`src/rtl/core/dtq_pkg.sv`:
```
// ----------------------------------------------------------------------------
// dtq_pkg
// Shared constants for the delta-list timer queue.
// ----------------------------------------------------------------------------
package dtq_pkg;

   localparam int unsigned SLOTS_DEF      = 16;
   localparam int unsigned DELAY_BITS_DEF = 16;
   localparam int unsigned SLOT_W         = 4;
   localparam int unsigned DELAY_W        = 16;
   localparam int unsigned MAX_WAKE       = 16;

   localparam logic CMD_INSERT = 1'b0;
   localparam logic CMD_TICK   = 1'b1;

endpackage

```
`src/rtl/core/dtq_if.sv`:
```
// ----------------------------------------------------------------------------
// dtq_if
// Request and response channels of the timer queue.
// ----------------------------------------------------------------------------
interface dtq_req_if;
   logic                        valid;
   logic                        ready;
   logic                        cmd;
   logic [dtq_pkg::SLOT_W-1:0]  slot;
   logic [dtq_pkg::DELAY_W-1:0] delay;

   modport source (output valid, output cmd, output slot, output delay, input ready);
   modport sink   (input valid, input cmd, input slot, input delay, output ready);
endinterface

interface dtq_rsp_if;
   logic                       valid;
   logic                       ready;
   logic [dtq_pkg::SLOT_W-1:0] woken_slot;
   logic                       last;

   modport source (output valid, output woken_slot, output last, input ready);
   modport sink   (input valid, input woken_slot, input last, output ready);
endinterface

```
`src/rtl/core/delta_timer_queue.sv`:
```
// ----------------------------------------------------------------------------
// delta_timer_queue
// Sorted delta-list timer queue, one entry per slot, list kept in memory.
// ----------------------------------------------------------------------------
//  channel  dir  fields                 carries
//  req_if   in   cmd, slot, delay       insert (cmd 0) or tick (cmd 1)
//  rsp_if   out  woken_slot, last       one per expired slot, last marks end
//
//  Insert: walks the list, one memory read per cycle, then writes the new
//  entry and the link to it; no new request is taken until it is done.
//  Tick: pops expired slots, then counts down the head; no-op if empty.
//  Reset empties the queue at once; the memories need no clearing pass.
//  A result waits in an output register; a tick stalls only when it must
//  hand on a further result while that register is still full.
// ----------------------------------------------------------------------------
module delta_timer_queue #(
   parameter int unsigned SLOTS      = dtq_pkg::SLOTS_DEF,
   parameter int unsigned DELAY_BITS = dtq_pkg::DELAY_BITS_DEF
) (
   input logic       clock,
   input logic       reset,
   dtq_req_if.sink   req_if,
   dtq_rsp_if.source rsp_if
);

   localparam int unsigned IDX_BITS = $clog2(SLOTS);
   localparam int unsigned PTR_BITS = $clog2(SLOTS + 1);

   logic [IDX_BITS-1:0]   rd_idx;
   logic [DELAY_BITS-1:0] delta_rdata;
   logic [PTR_BITS-1:0]   link_rdata;
   logic                  delta_we;
   logic [IDX_BITS-1:0]   delta_widx;
   logic [DELAY_BITS-1:0] delta_wdata;
   logic                  link_we;
   logic [IDX_BITS-1:0]   link_widx;
   logic [PTR_BITS-1:0]   link_wdata;

   dtq_store #(
      .SLOTS      (SLOTS),
      .DELAY_BITS (DELAY_BITS)
   ) u_store (
      .clock       (clock),
      .rd_idx      (rd_idx),
      .delta_we    (delta_we),
      .delta_widx  (delta_widx),
      .delta_wdata (delta_wdata),
      .link_we     (link_we),
      .link_widx   (link_widx),
      .link_wdata  (link_wdata),
      .delta_rdata (delta_rdata),
      .link_rdata  (link_rdata)
   );

   dtq_seq #(
      .SLOTS      (SLOTS),
      .DELAY_BITS (DELAY_BITS)
   ) u_seq (
      .clock       (clock),
      .reset       (reset),
      .req_if      (req_if),
      .rsp_if      (rsp_if),
      .rd_idx      (rd_idx),
      .delta_rdata (delta_rdata),
      .link_rdata  (link_rdata),
      .delta_we    (delta_we),
      .delta_widx  (delta_widx),
      .delta_wdata (delta_wdata),
      .link_we     (link_we),
      .link_widx   (link_widx),
      .link_wdata  (link_wdata)
   );

endmodule

```
`src/rtl/core/dtq_store.sv`:
```
// ----------------------------------------------------------------------------
// dtq_store
// Per-slot delta and successor memories, one write and one registered read.
// ----------------------------------------------------------------------------
module dtq_store #(
   parameter  int unsigned SLOTS      = dtq_pkg::SLOTS_DEF,
   parameter  int unsigned DELAY_BITS = dtq_pkg::DELAY_BITS_DEF,
   localparam int unsigned IDX_BITS   = $clog2(SLOTS),
   localparam int unsigned PTR_BITS   = $clog2(SLOTS + 1)
) (
   input  logic                  clock,
   input  logic [IDX_BITS-1:0]   rd_idx,
   input  logic                  delta_we,
   input  logic [IDX_BITS-1:0]   delta_widx,
   input  logic [DELAY_BITS-1:0] delta_wdata,
   input  logic                  link_we,
   input  logic [IDX_BITS-1:0]   link_widx,
   input  logic [PTR_BITS-1:0]   link_wdata,
   output logic [DELAY_BITS-1:0] delta_rdata,
   output logic [PTR_BITS-1:0]   link_rdata
);

   logic [DELAY_BITS-1:0] delta_mem [SLOTS];
   logic [PTR_BITS-1:0]   link_mem  [SLOTS];
   logic [DELAY_BITS-1:0] delta_rd_ff;
   logic [PTR_BITS-1:0]   link_rd_ff;

   always_ff @(posedge clock) begin
      if (delta_we) begin
         delta_mem[delta_widx] <= delta_wdata;
      end
      delta_rd_ff <= delta_mem[rd_idx];
   end

   always_ff @(posedge clock) begin
      if (link_we) begin
         link_mem[link_widx] <= link_wdata;
      end
      link_rd_ff <= link_mem[rd_idx];
   end

   assign delta_rdata = delta_rd_ff;
   assign link_rdata  = link_rd_ff;

endmodule

```
`src/rtl/core/dtq_seq.sv`:
```
// ----------------------------------------------------------------------------
// dtq_seq
// List walker: inserts by walking the delta list, ticks by popping zero heads and counting down the next.
// ----------------------------------------------------------------------------
module dtq_seq #(
   parameter  int unsigned SLOTS      = dtq_pkg::SLOTS_DEF,
   parameter  int unsigned DELAY_BITS = dtq_pkg::DELAY_BITS_DEF,
   localparam int unsigned IDX_BITS   = $clog2(SLOTS),
   localparam int unsigned PTR_BITS   = $clog2(SLOTS + 1)
) (
   input  logic                  clock,
   input  logic                  reset,
   dtq_req_if.sink               req_if,
   dtq_rsp_if.source             rsp_if,
   output logic [IDX_BITS-1:0]   rd_idx,
   input  logic [DELAY_BITS-1:0] delta_rdata,
   input  logic [PTR_BITS-1:0]   link_rdata,
   output logic                  delta_we,
   output logic [IDX_BITS-1:0]   delta_widx,
   output logic [DELAY_BITS-1:0] delta_wdata,
   output logic                  link_we,
   output logic [IDX_BITS-1:0]   link_widx,
   output logic [PTR_BITS-1:0]   link_wdata
);

   localparam int unsigned CNT_BITS = $clog2(dtq_pkg::MAX_WAKE + 1);
   localparam logic [PTR_BITS-1:0] NIL = PTR_BITS'(SLOTS);
   localparam logic [CNT_BITS-1:0] CNT_MAX = CNT_BITS'(dtq_pkg::MAX_WAKE);

   typedef enum logic [2:0] {
      ST_IDLE,
      ST_WALK,
      ST_LINK_NEW,
      ST_LINK_PREV,
      ST_TICK,
      ST_FLUSH
   } state_type;

   state_type                   state_ff, state_in;
   logic [PTR_BITS-1:0]         head_ff, head_in;
   logic [SLOTS-1:0]            mark_ff, mark_in;
   logic [PTR_BITS-1:0]         cur_ff, cur_in;
   logic [PTR_BITS-1:0]         prev_ff, prev_in;
   logic [IDX_BITS-1:0]         new_ff, new_in;
   logic [DELAY_BITS-1:0]       dly_ff, dly_in;
   logic [DELAY_BITS-1:0]       cur_dly_ff, cur_dly_in;
   logic [CNT_BITS-1:0]         cnt_ff, cnt_in;
   logic                        pend_vld_ff, pend_vld_in;
   logic [IDX_BITS-1:0]         pend_ff, pend_in;
   logic                        out_vld_ff, out_vld_in;
   logic [dtq_pkg::SLOT_W-1:0]  out_slot_ff, out_slot_in;
   logic                        out_last_ff, out_last_in;

   logic                        out_free;
   logic [PTR_BITS-1:0]         link_n;
   logic [IDX_BITS-1:0]         cur_idx;
   logic [IDX_BITS-1:0]         req_idx;
   logic                        req_slot_ok;
   logic                        head_zero;
   logic                        pop_more;

   assign out_free    = !out_vld_ff || rsp_if.ready;
   assign link_n      = (link_rdata >= NIL) ? NIL : link_rdata;
   assign cur_idx     = cur_ff[IDX_BITS-1:0];
   assign req_idx     = IDX_BITS'(req_if.slot);
   assign req_slot_ok = (32'(req_if.slot) < SLOTS);
   assign head_zero   = (delta_rdata == '0);
   assign pop_more    = head_zero && (cnt_ff < CNT_MAX);

   // read data always belongs to the entry cur_ff points at
   assign rd_idx = cur_in[IDX_BITS-1:0];

   always_comb begin
      state_in    = state_ff;
      head_in     = head_ff;
      mark_in     = mark_ff;
      cur_in      = cur_ff;
      prev_in     = prev_ff;
      new_in      = new_ff;
      dly_in      = dly_ff;
      cur_dly_in  = cur_dly_ff;
      cnt_in      = cnt_ff;
      pend_vld_in = pend_vld_ff;
      pend_in     = pend_ff;
      out_vld_in  = out_vld_ff && !rsp_if.ready;
      out_slot_in = out_slot_ff;
      out_last_in = out_last_ff;
      delta_we    = 1'b0;
      delta_widx  = cur_idx;
      delta_wdata = delta_rdata;
      link_we     = 1'b0;
      link_widx   = new_ff;
      link_wdata  = cur_ff;

      unique case (state_ff)
         ST_IDLE: begin
            if (req_if.valid) begin
               if (req_if.cmd == dtq_pkg::CMD_TICK) begin
                  if (head_ff != NIL) begin
                     cur_in      = head_ff;
                     cnt_in      = '0;
                     pend_vld_in = 1'b0;
                     state_in    = ST_TICK;
                  end
               end else if (req_slot_ok && !mark_ff[req_idx]) begin
                  new_in   = req_idx;
                  dly_in   = DELAY_BITS'(req_if.delay);
                  prev_in  = NIL;
                  cur_in   = head_ff;
                  state_in = (head_ff == NIL) ? ST_LINK_NEW : ST_WALK;
               end
            end
         end

         ST_WALK: begin
            if (delta_rdata < dly_ff) begin
               // step past an earlier entry
               dly_in  = dly_ff - delta_rdata;
               prev_in = cur_ff;
               cur_in  = link_n;
               if (link_n == NIL) begin
                  state_in = ST_LINK_NEW;
               end
            end else begin
               cur_dly_in = delta_rdata;
               state_in   = ST_LINK_NEW;
            end
         end

         ST_LINK_NEW: begin
            delta_we         = 1'b1;
            delta_widx       = new_ff;
            delta_wdata      = dly_ff;
            link_we          = 1'b1;
            link_widx        = new_ff;
            link_wdata       = cur_ff;
            mark_in[new_ff]  = 1'b1;
            state_in         = ST_LINK_PREV;
         end

         ST_LINK_PREV: begin
            if (cur_ff != NIL) begin
               delta_we    = 1'b1;
               delta_widx  = cur_idx;
               delta_wdata = cur_dly_ff - dly_ff;
            end
            if (prev_ff != NIL) begin
               link_we    = 1'b1;
               link_widx  = prev_ff[IDX_BITS-1:0];
               link_wdata = PTR_BITS'(new_ff);
            end else begin
               head_in = PTR_BITS'(new_ff);
            end
            state_in = ST_IDLE;
         end

         ST_TICK: begin
            // hold while the previous pop cannot be handed on
            if (!pend_vld_ff || out_free) begin
               if (pend_vld_ff) begin
                  out_vld_in  = 1'b1;
                  out_slot_in = dtq_pkg::SLOT_W'(pend_ff);
                  out_last_in = !pop_more;
               end
               if (pop_more) begin
                  head_in          = link_n;
                  mark_in[cur_idx] = 1'b0;
                  pend_in          = cur_idx;
                  pend_vld_in      = 1'b1;
                  cnt_in           = cnt_ff + 1'b1;
                  cur_in           = link_n;
                  if (link_n == NIL) begin
                     state_in = ST_FLUSH;
                  end
               end else begin
                  if (!head_zero) begin
                     delta_we    = 1'b1;
                     delta_widx  = cur_idx;
                     delta_wdata = delta_rdata - 1'b1;
                  end
                  pend_vld_in = 1'b0;
                  state_in    = ST_IDLE;
               end
            end
         end

         ST_FLUSH: begin
            if (out_free) begin
               out_vld_in  = 1'b1;
               out_slot_in = dtq_pkg::SLOT_W'(pend_ff);
               out_last_in = 1'b1;
               pend_vld_in = 1'b0;
               state_in    = ST_IDLE;
            end
         end

         default: begin
            state_in = ST_IDLE;
         end
      endcase
   end

   always_ff @(posedge clock) begin
      if (reset) begin
         state_ff    <= ST_IDLE;
         head_ff     <= NIL;
         mark_ff     <= '0;
         pend_vld_ff <= 1'b0;
         out_vld_ff  <= 1'b0;
      end else begin
         state_ff    <= state_in;
         head_ff     <= head_in;
         mark_ff     <= mark_in;
         pend_vld_ff <= pend_vld_in;
         out_vld_ff  <= out_vld_in;
      end
      cur_ff      <= cur_in;
      prev_ff     <= prev_in;
      new_ff      <= new_in;
      dly_ff      <= dly_in;
      cur_dly_ff  <= cur_dly_in;
      cnt_ff      <= cnt_in;
      pend_ff     <= pend_in;
      out_slot_ff <= out_slot_in;
      out_last_ff <= out_last_in;
   end

   assign req_if.ready      = (state_ff == ST_IDLE);
   assign rsp_if.valid      = out_vld_ff;
   assign rsp_if.woken_slot = out_slot_ff;
   assign rsp_if.last       = out_last_ff;

endmodule

```
`src/flat_wrapper.sv`:
```
// flat-port wrapper written by rule: the top's interface ports become plain ports
module delta_timer_queue_flat 
#(
   parameter int unsigned SLOTS      = dtq_pkg::SLOTS_DEF,
   parameter int unsigned DELAY_BITS = dtq_pkg::DELAY_BITS_DEF
)
  (clock, reset, req_if_valid, req_if_cmd, req_if_slot, req_if_delay, req_if_ready, rsp_if_valid, rsp_if_woken_slot, rsp_if_last, rsp_if_ready);
  dtq_req_if req_if_i ();
  dtq_rsp_if rsp_if_i ();
  input logic clock;
  input logic reset;
  input wire logic [$bits(req_if_i.valid)-1:0] req_if_valid;
  input wire logic [$bits(req_if_i.cmd)-1:0] req_if_cmd;
  input wire logic [$bits(req_if_i.slot)-1:0] req_if_slot;
  input wire logic [$bits(req_if_i.delay)-1:0] req_if_delay;
  output wire logic [$bits(req_if_i.ready)-1:0] req_if_ready;
  output wire logic [$bits(rsp_if_i.valid)-1:0] rsp_if_valid;
  output wire logic [$bits(rsp_if_i.woken_slot)-1:0] rsp_if_woken_slot;
  output wire logic [$bits(rsp_if_i.last)-1:0] rsp_if_last;
  input wire logic [$bits(rsp_if_i.ready)-1:0] rsp_if_ready;
  assign req_if_i.valid = req_if_valid;
  assign req_if_i.cmd = req_if_cmd;
  assign req_if_i.slot = req_if_slot;
  assign req_if_i.delay = req_if_delay;
  assign req_if_ready = req_if_i.ready;
  assign rsp_if_valid = rsp_if_i.valid;
  assign rsp_if_woken_slot = rsp_if_i.woken_slot;
  assign rsp_if_last = rsp_if_i.last;
  assign rsp_if_i.ready = rsp_if_ready;
  delta_timer_queue #(.SLOTS(SLOTS), .DELAY_BITS(DELAY_BITS)) u_core (.clock(clock), .reset(reset), .req_if(req_if_i), .rsp_if(rsp_if_i));
endmodule
```
`config.mk`:
```
export PLATFORM = sky130hd
export DESIGN_NAME = delta_timer_queue_flat
export DESIGN_NICKNAME = d
export VERILOG_FILES = /design/src/rtl/core/dtq_pkg.sv /design/src/rtl/core/dtq_if.sv /design/src/rtl/core/delta_timer_queue.sv /design/src/rtl/core/dtq_store.sv /design/src/rtl/core/dtq_seq.sv /design/src/flat_wrapper.sv
export SDC_FILE = /design/constraint.sdc
export NUM_CORES = 1
export LEC_CHECK = 0
export BUFFER_PORTS_ARGS = -buffer_cell sky130_fd_sc_hd__buf_2
export CAP_MARGIN = 20
export CORE_UTILIZATION = 57
export DETAILED_ROUTE_END_ITERATION = 8
export HOLD_SLACK_MARGIN = 0.06
export PLACE_DENSITY = 0.87
export SLEW_MARGIN = 40
export SYNTH_ARGS = -nofsm -noshare
export SYNTH_HDL_FRONTEND = slang
export SYNTH_HIERARCHICAL = 1
export SYNTH_SLANG_ARGS = --single-unit
```
`constraint.sdc`:
```
create_clock -name clock -period 3.84 [get_ports clock]
set_input_delay 0.192 -clock clock [delete_from_list [all_inputs] [get_ports clock]]
set_output_delay 0.192 -clock clock [all_outputs]
set_load 0.005 [all_outputs]
```
# After elaboration in Yosys (flattened, before gate mapping)
# Memory sizes are Yosys's and may differ from the RTL's. A register that Yosys moved wholly into a read port is not among the register bits.
# Cells that the tools add are included.
# classes
bitwise_logic,6
n_lt_le_gt_ge,8
eq_ne,25
reduce_logical,30
n_mux,90
n_addsub,4
# ops
cell,n
$mux W16,10
$mux W5,22
$pmux W16 S2,2
$pmux W16 S3,1
$sub A16 B16 Y16,2
$mux W3,10
$pmux W5 S2,3
$mux W1,24
$mux W4,6
$ne A2 B2 Y1 const B,10
$and A16 B16 Y16,1
$logic_not A16 Y1,1
$lt A16 B16 Y1,1
$not A16 Y16,1
$or A16 B16 Y16,1
$sub A16 B1 Y16 const B,1
$lt A4 B5 Y1 const B,3
$ne A5 B5 Y1 const B,3
$pmux W3 S5,1
$pmux W5 S3,1
$reduce_and A7 Y1,2
$reduce_and A4 Y1,3
$reduce_and A6 Y1,2
$eq A5 B5 Y1 const B,2
26 further kinds,50
# word_totals
wordCells,180
output_inout_bits,7
input_bits,25
register_bits,86
ram_bits,336
memories,2
# mem_list
memory,words,width,read_ports,rd_ports_with_merged_regs,write_ports,line_no,source
u_core.u_store.delta_mem,16,16,1,1,1,dtq_store.sv:23,logic [DELAY_BITS-1:0] delta_mem [SLOTS];
u_core.u_store.link_mem,16,5,1,1,1,dtq_store.sv:24,logic [PTR_BITS-1:0] link_mem [SLOTS];

# Longest topological paths before layout
# depth
ltp_word,9
depth_mapped,17
ltp_nobuf,14

# Modules after synthesis
# The synthesis kept the hierarchy.
# modules_own_cells
module,seq_area_each_um2,area_per_inst_um2,instances,cells_each
dtq_store,10510.1,13387.8,1,580
dtq_seq,2282.2,6128.4,1,714

# Worst setup path after synthesis
# OpenSTA, ideal clock, no wires.
# synth_timing
path_kind,flip-flop to flip-flop
startpoint,register u_core.u_seq.dly_ff[0]
endpoint,register u_core.u_store.delta_rd_ff[10] (netlist: u_core/u_store/delta_rdata[10]) (read register of u_core.u_store.delta_mem)
t_required_ns,3.720
setup_time_ns,0.120
synth_period_minus_slack_ns,3.784
t_arrival_ns,3.664
path_slack_ns,0.056
path_buffers,3
path_stages_with_launch,18
path_cell_list,edfxtp_1 -> inv_1 -> ha_1 -> fa_1 -> nor2b_1 -> o2111a_1 -> o211ai_1 -> a21oi_1 -> nor2_1 -> o21a_1 -> nor4_4 -> o221ai_1 -> buf_4 -> buf_6 -> buf_12 -> mux4_2 -> a22oi_1 -> nand2_1
# synth_via
elab_chain_cells,3
# synth_rtl
element,line_no,source
from (decl),dtq_seq.sv:45,"logic [DELAY_BITS-1:0] dly_ff, dly_in;"
from (signal assigned),dtq_seq.sv:220,dly_ff <= dly_in;
$lt A16 B16 Y1,dtq_seq.sv:116,if (delta_rdata < dly_ff) begin
$mux W5,dtq_seq.sv:116,
$pmux W5 S3,dtq_seq.sv:95,unique case (state_ff)
via u_core.u_seq.cur_in[0],dtq_seq.sv:42,"logic [PTR_BITS-1:0] cur_ff, cur_in;"
to (decl),dtq_store.sv:25,logic [DELAY_BITS-1:0] delta_rd_ff;
# The timed path passes the listed nets, and every way through them passes these cells. The select of a mux whose other input is x is not followed.
# A chain may end at the register's enable or synchronous reset.

# Final worst setup path
# layout_timing
startpoint,register u_core.u_seq.dly_ff[0]
endpoint,register u_core.u_store.delta_rd_ff[4] (netlist: u_core/u_store/delta_rdata[4]) (read register of u_core.u_store.delta_mem)
# layout_via
elab_chain_cells,3
# layout_rtl
element,line_no,source
$lt A16 B16 Y1,dtq_seq.sv:116,
$mux W5,dtq_seq.sv:116,
$pmux W5 S3,dtq_seq.sv:95,
via u_core.rd_idx[0],delta_timer_queue.sv:29,logic [IDX_BITS-1:0] rd_idx;
# The timed path passes the listed nets, and every way through them passes these cells. The select of a mux whose other input is x is not followed.

==> flow_summary.toml <==
[flow_run]
cap_viol_max_count = 0

[floorplan]
ioPinCount = 32
rows = 67
dieHeight_um = 187.0
die_area_um2 = 34980
coreArea_um2 = 33620
die_w_um = 187.0
initial_core_util_pct = 58.06

[routing]
post_drt_wl_per_cell_um = 29.49
maxUsedRoutingLayer = "met4"
viasPerCell = 6.999
wl_um = 57920
wl_met1_um = 19750
drc = 0
vias = 13750
routed-wl-met2_um = 26970
drt_first_pass_iters = 7
drtAntennaViolNets = 0
drt-initial-drc-count = 2544
dr_wl_met3_um = 7508

[timing]
fmax_ghz = 0.2460
tightest_slew_ps = 888.9
period_needed_ps = 4064
drv_slew = 0
rsz0062_at_grt = "true"
tns_ps = -2788
finalSetupViolCount = 21
period_share_pct = 105.8
layout_setup_ws_ps = -224.5
skew_ps = 36.39
slew_headroom_pct = 40.52
hold_viol = 0

[critical_path]
cp_slowest_stage_delay_ps = 550
worstPathMaxFanout = 6
endpoint_kind = "register"
critical_path_buf_inv_count = 5
critPathSlowestCell = "mux4_2"
crit_type = "reg2reg"
required_ps = 4280
critPathMostFrequentCell = "buf_12"
critPathArrivalTime_ps = 4500
startpoint_type = "register"
path_cells = "inv_2 -> ha_4 -> fa_2 -> nor2b_4 -> o2111a_1 -> o211ai_1 -> a2111oi_2 -> buf_4 -> nor2_4 -> nand2_2 -> a21oi_2 -> o221ai_4 -> buf_12 -> buf_12 -> buf_12 -> mux4_2 -> a22oi_2 -> nand2_1"
path_delay_family = "compound AO/OA/AOI/OAI gates"

[status]
outcome = "finished with violations"
violations = "negative setup slack"

[logic_synthesis]
yosys_warnings = 6
synth_fp_nets = 1354
synth_top_area_share_pct = 60.32
synth_enable_flop_cells = 392
yosys.cell_count.top_type = "edfxtp_1"
yosys-top-cells-area = "edfxtp_1 (60%), mux4_2 (5.9%), dfxtp_1 (5.2%), mux4_1 (5.0%), ha_1 (2.1%)"
avgSynthCellArea_um2 = 15.08
syn_area_um2 = 19520
synth_ff_type = "edfxtp_1"
seq_area_frac_synth_pct = 65.55
synth_top_area_cell = "edfxtp_1"
yosysUniqueCellTypes = 80
postSynth.asyncResetShare_pct = 0
synthCells = 1294
netlist_top_cells_count = "edfxtp_1 (392), nand2_1 (108), nor2_1 (97)"
ys_ff_latch = 443

[grt]
antenna_found_initial = 0
grt_start_max_net_pins = 33
grt_pass1_wl_um = 85660
grt_overflow = 0
grt_pass1_vias = 13610
grtUsageTotal_pct = 33.15

[power_and_ir_drop]
intPower_mw = 9.449
p_seq_share_pct = 45.5
sw_frac_of_total_pct = 29.76
ir_drop_mv = 0.3670
power-per-cell-area_nw_per_um2 = 575.6
power.share.clock_pct = 32.3
comb_power_share_pct = 22.2
p_leak_nw = 7.983
switchingPower_mw = 4.004

[finish]
num_antenna_cells = 0
area.growth.synth_to_final_pct = 19.75
fin_cells = 1964
fin_nets = 1541
num-fill-cells = 1953
layout-drive-gt1-share_pct = 28.03

[placed_design]
dp_cells = 1840
gp_congestion = 0.9527
io_buffers = 31
dp_hpwl_um = 32290

[clock_tree]
cts_tree = "done"
clock-root-buffer = "clkbuf_16"
cts_buffers = 44
cts.clk_slew.worst_paths_ps = 70
h-tree-depth = 2
cts_buffer_depth = 3
cts.sinks = 443
clk_latency_ps = 570

[worst_hold_path]
hold_class = "in2reg"
## path summary, 6_finish.rpt
path,endpoint,depth (start not counted),slack (ps),from
max,u_core/u_store/delta_rdata[4],18,-220,u_core/u_seq/dly_ff[0]
min,u_core/u_seq/head_ff[3],2,120,reset
max reg2reg,u_core/u_store/delta_rdata[4],18,-220,u_core/u_seq/dly_ff[0]
min reg2reg,u_core/u_seq/rsp_if.woken_slot[3],0,420,u_core/u_seq/pend_ff[3]
## sequential cells by signal (all words and copies together) (netlist names)
| name | count |
|---|---|
| u_core/u_seq/head_ff | 5 |
| u_core/u_store/delta_mem | 256 |
| u_core/u_seq/new_ff | 4 |
| u_core/u_seq/state_ff | 3 |
| u_core/u_seq/rsp_if.valid | 1 |
| u_core/u_seq/cur_dly_ff | 16 |
| u_core/u_seq/pend_ff | 4 |
| u_core/u_store/delta_rdata | 16 |
| u_core/u_seq/pend_vld_ff | 1 |
| u_core/u_seq/mark_ff | 16 |
| u_core/u_store/link_mem | 80 |
| u_core/u_seq/cur_ff | 5 |
| u_core/u_seq/cnt_ff | 5 |
| u_core/u_seq/prev_ff | 5 |
| u_core/u_store/link_rdata | 5 |
| u_core/u_seq/rsp_if.last | 1 |
| u_core/u_seq/rsp_if.woken_slot | 4 |
| u_core/u_seq/dly_ff | 16 |
## power by group through the flow
stage | clock network (mW) | registers, mW | logic (mW)
5_1_grt | 4.52 | 6.12 | 3.12
6_report | 4.35 | 6.11 | 2.99
2_1_floorplan | 0 | 6.11 | 1.55
4_1_cts | 4.33 | 6.09 | 2.75
3_3_place_gp | 0 | 6.17 | 2.39
3_5_place_dp | 0 | 6.18 | 2.54
## kinds of logic after synthesis
kind of cell | count (synthesis) | share of synthesized area [%]
flops | 443 | 65.55
simple gates | 335 | 8.386
compound gates | 255 | 8.508
buf+inv | 100 | 2.577
mux | 98 | 11.41
fa+ha+maj | 35 | 2.321
xor+xnor | 28 | 1.257
## cell usage in the layout (no fill, tap or decap), types with 26 or more instances in the layout
cell type,n
o21ai_0,57
buf_4,102
nor2_1,82
nand3_1,26
dfxtp_1,46
clkbuf_16,44
edfxtp_1,392
ha_1,32
inv_1,46
buf_2,33
nand2_1,107
mux4_2,81
a22oi_2,40
a21oi_1,58
## per-stage QoR
| stage | hold WS [ps] | util (%) | worst slack [ps] | area, um^2 | power, mW |
|---|---|---|---|---|---|
| floorplan | 290.9 | - | 55.68 | 19520 | 7.664 |
| global placement | 406.0 | 62.82 | -33.68 | 21120 | 8.559 |
| detailed placement | 406.2 | 62.91 | -165.2 | 21150 | 8.723 |
| CTS | 77.62 | 69.26 | -63.72 | 23280 | 13.18 |
| global route | 127.8 | 69.52 | -244.6 | 23370 | 13.76 |
| finish | 118.6 | 69.52 | -224.5 | 23370 | 13.45 |
## layer usage
layer  vias up  track usage, %
met1      6648           43.38
met3       325           6.679
met5         -               0
li1       5454               -
met2      1319           52.87
met4         0           17.56
## what timing repair did
action | 4_1_cts | 5_1_grt
setup buffers | 11 | 8
resized for setup | 77 | 39
setup endpoints to repair | 21 | 37
pin swaps | 28 | 26
cloned | 6 | 0
hold endpoints to repair | 22 | 0
hold buffers | 22 | 0
## layout make-up
| cell class | instances | area [um^2] | area share, % |
|---|---|---|---|
| Sequential cell | 443 | 12800 | 54.76 |
| Inverter | 47 | 176.4 | 0.7549 |
| Clock inverter | 19 | 237.7 | 1.017 |
| Clock buffer | 62 | 1219 | 5.215 |
| Tap cell | 448 | 560.5 | 2.399 |
| Timing Repair Buffer | 194 | 1853 | 7.929 |
| Multi-Input combinational cell | 751 | 6525 | 27.92 |
(Power assumes the default switching activity.)
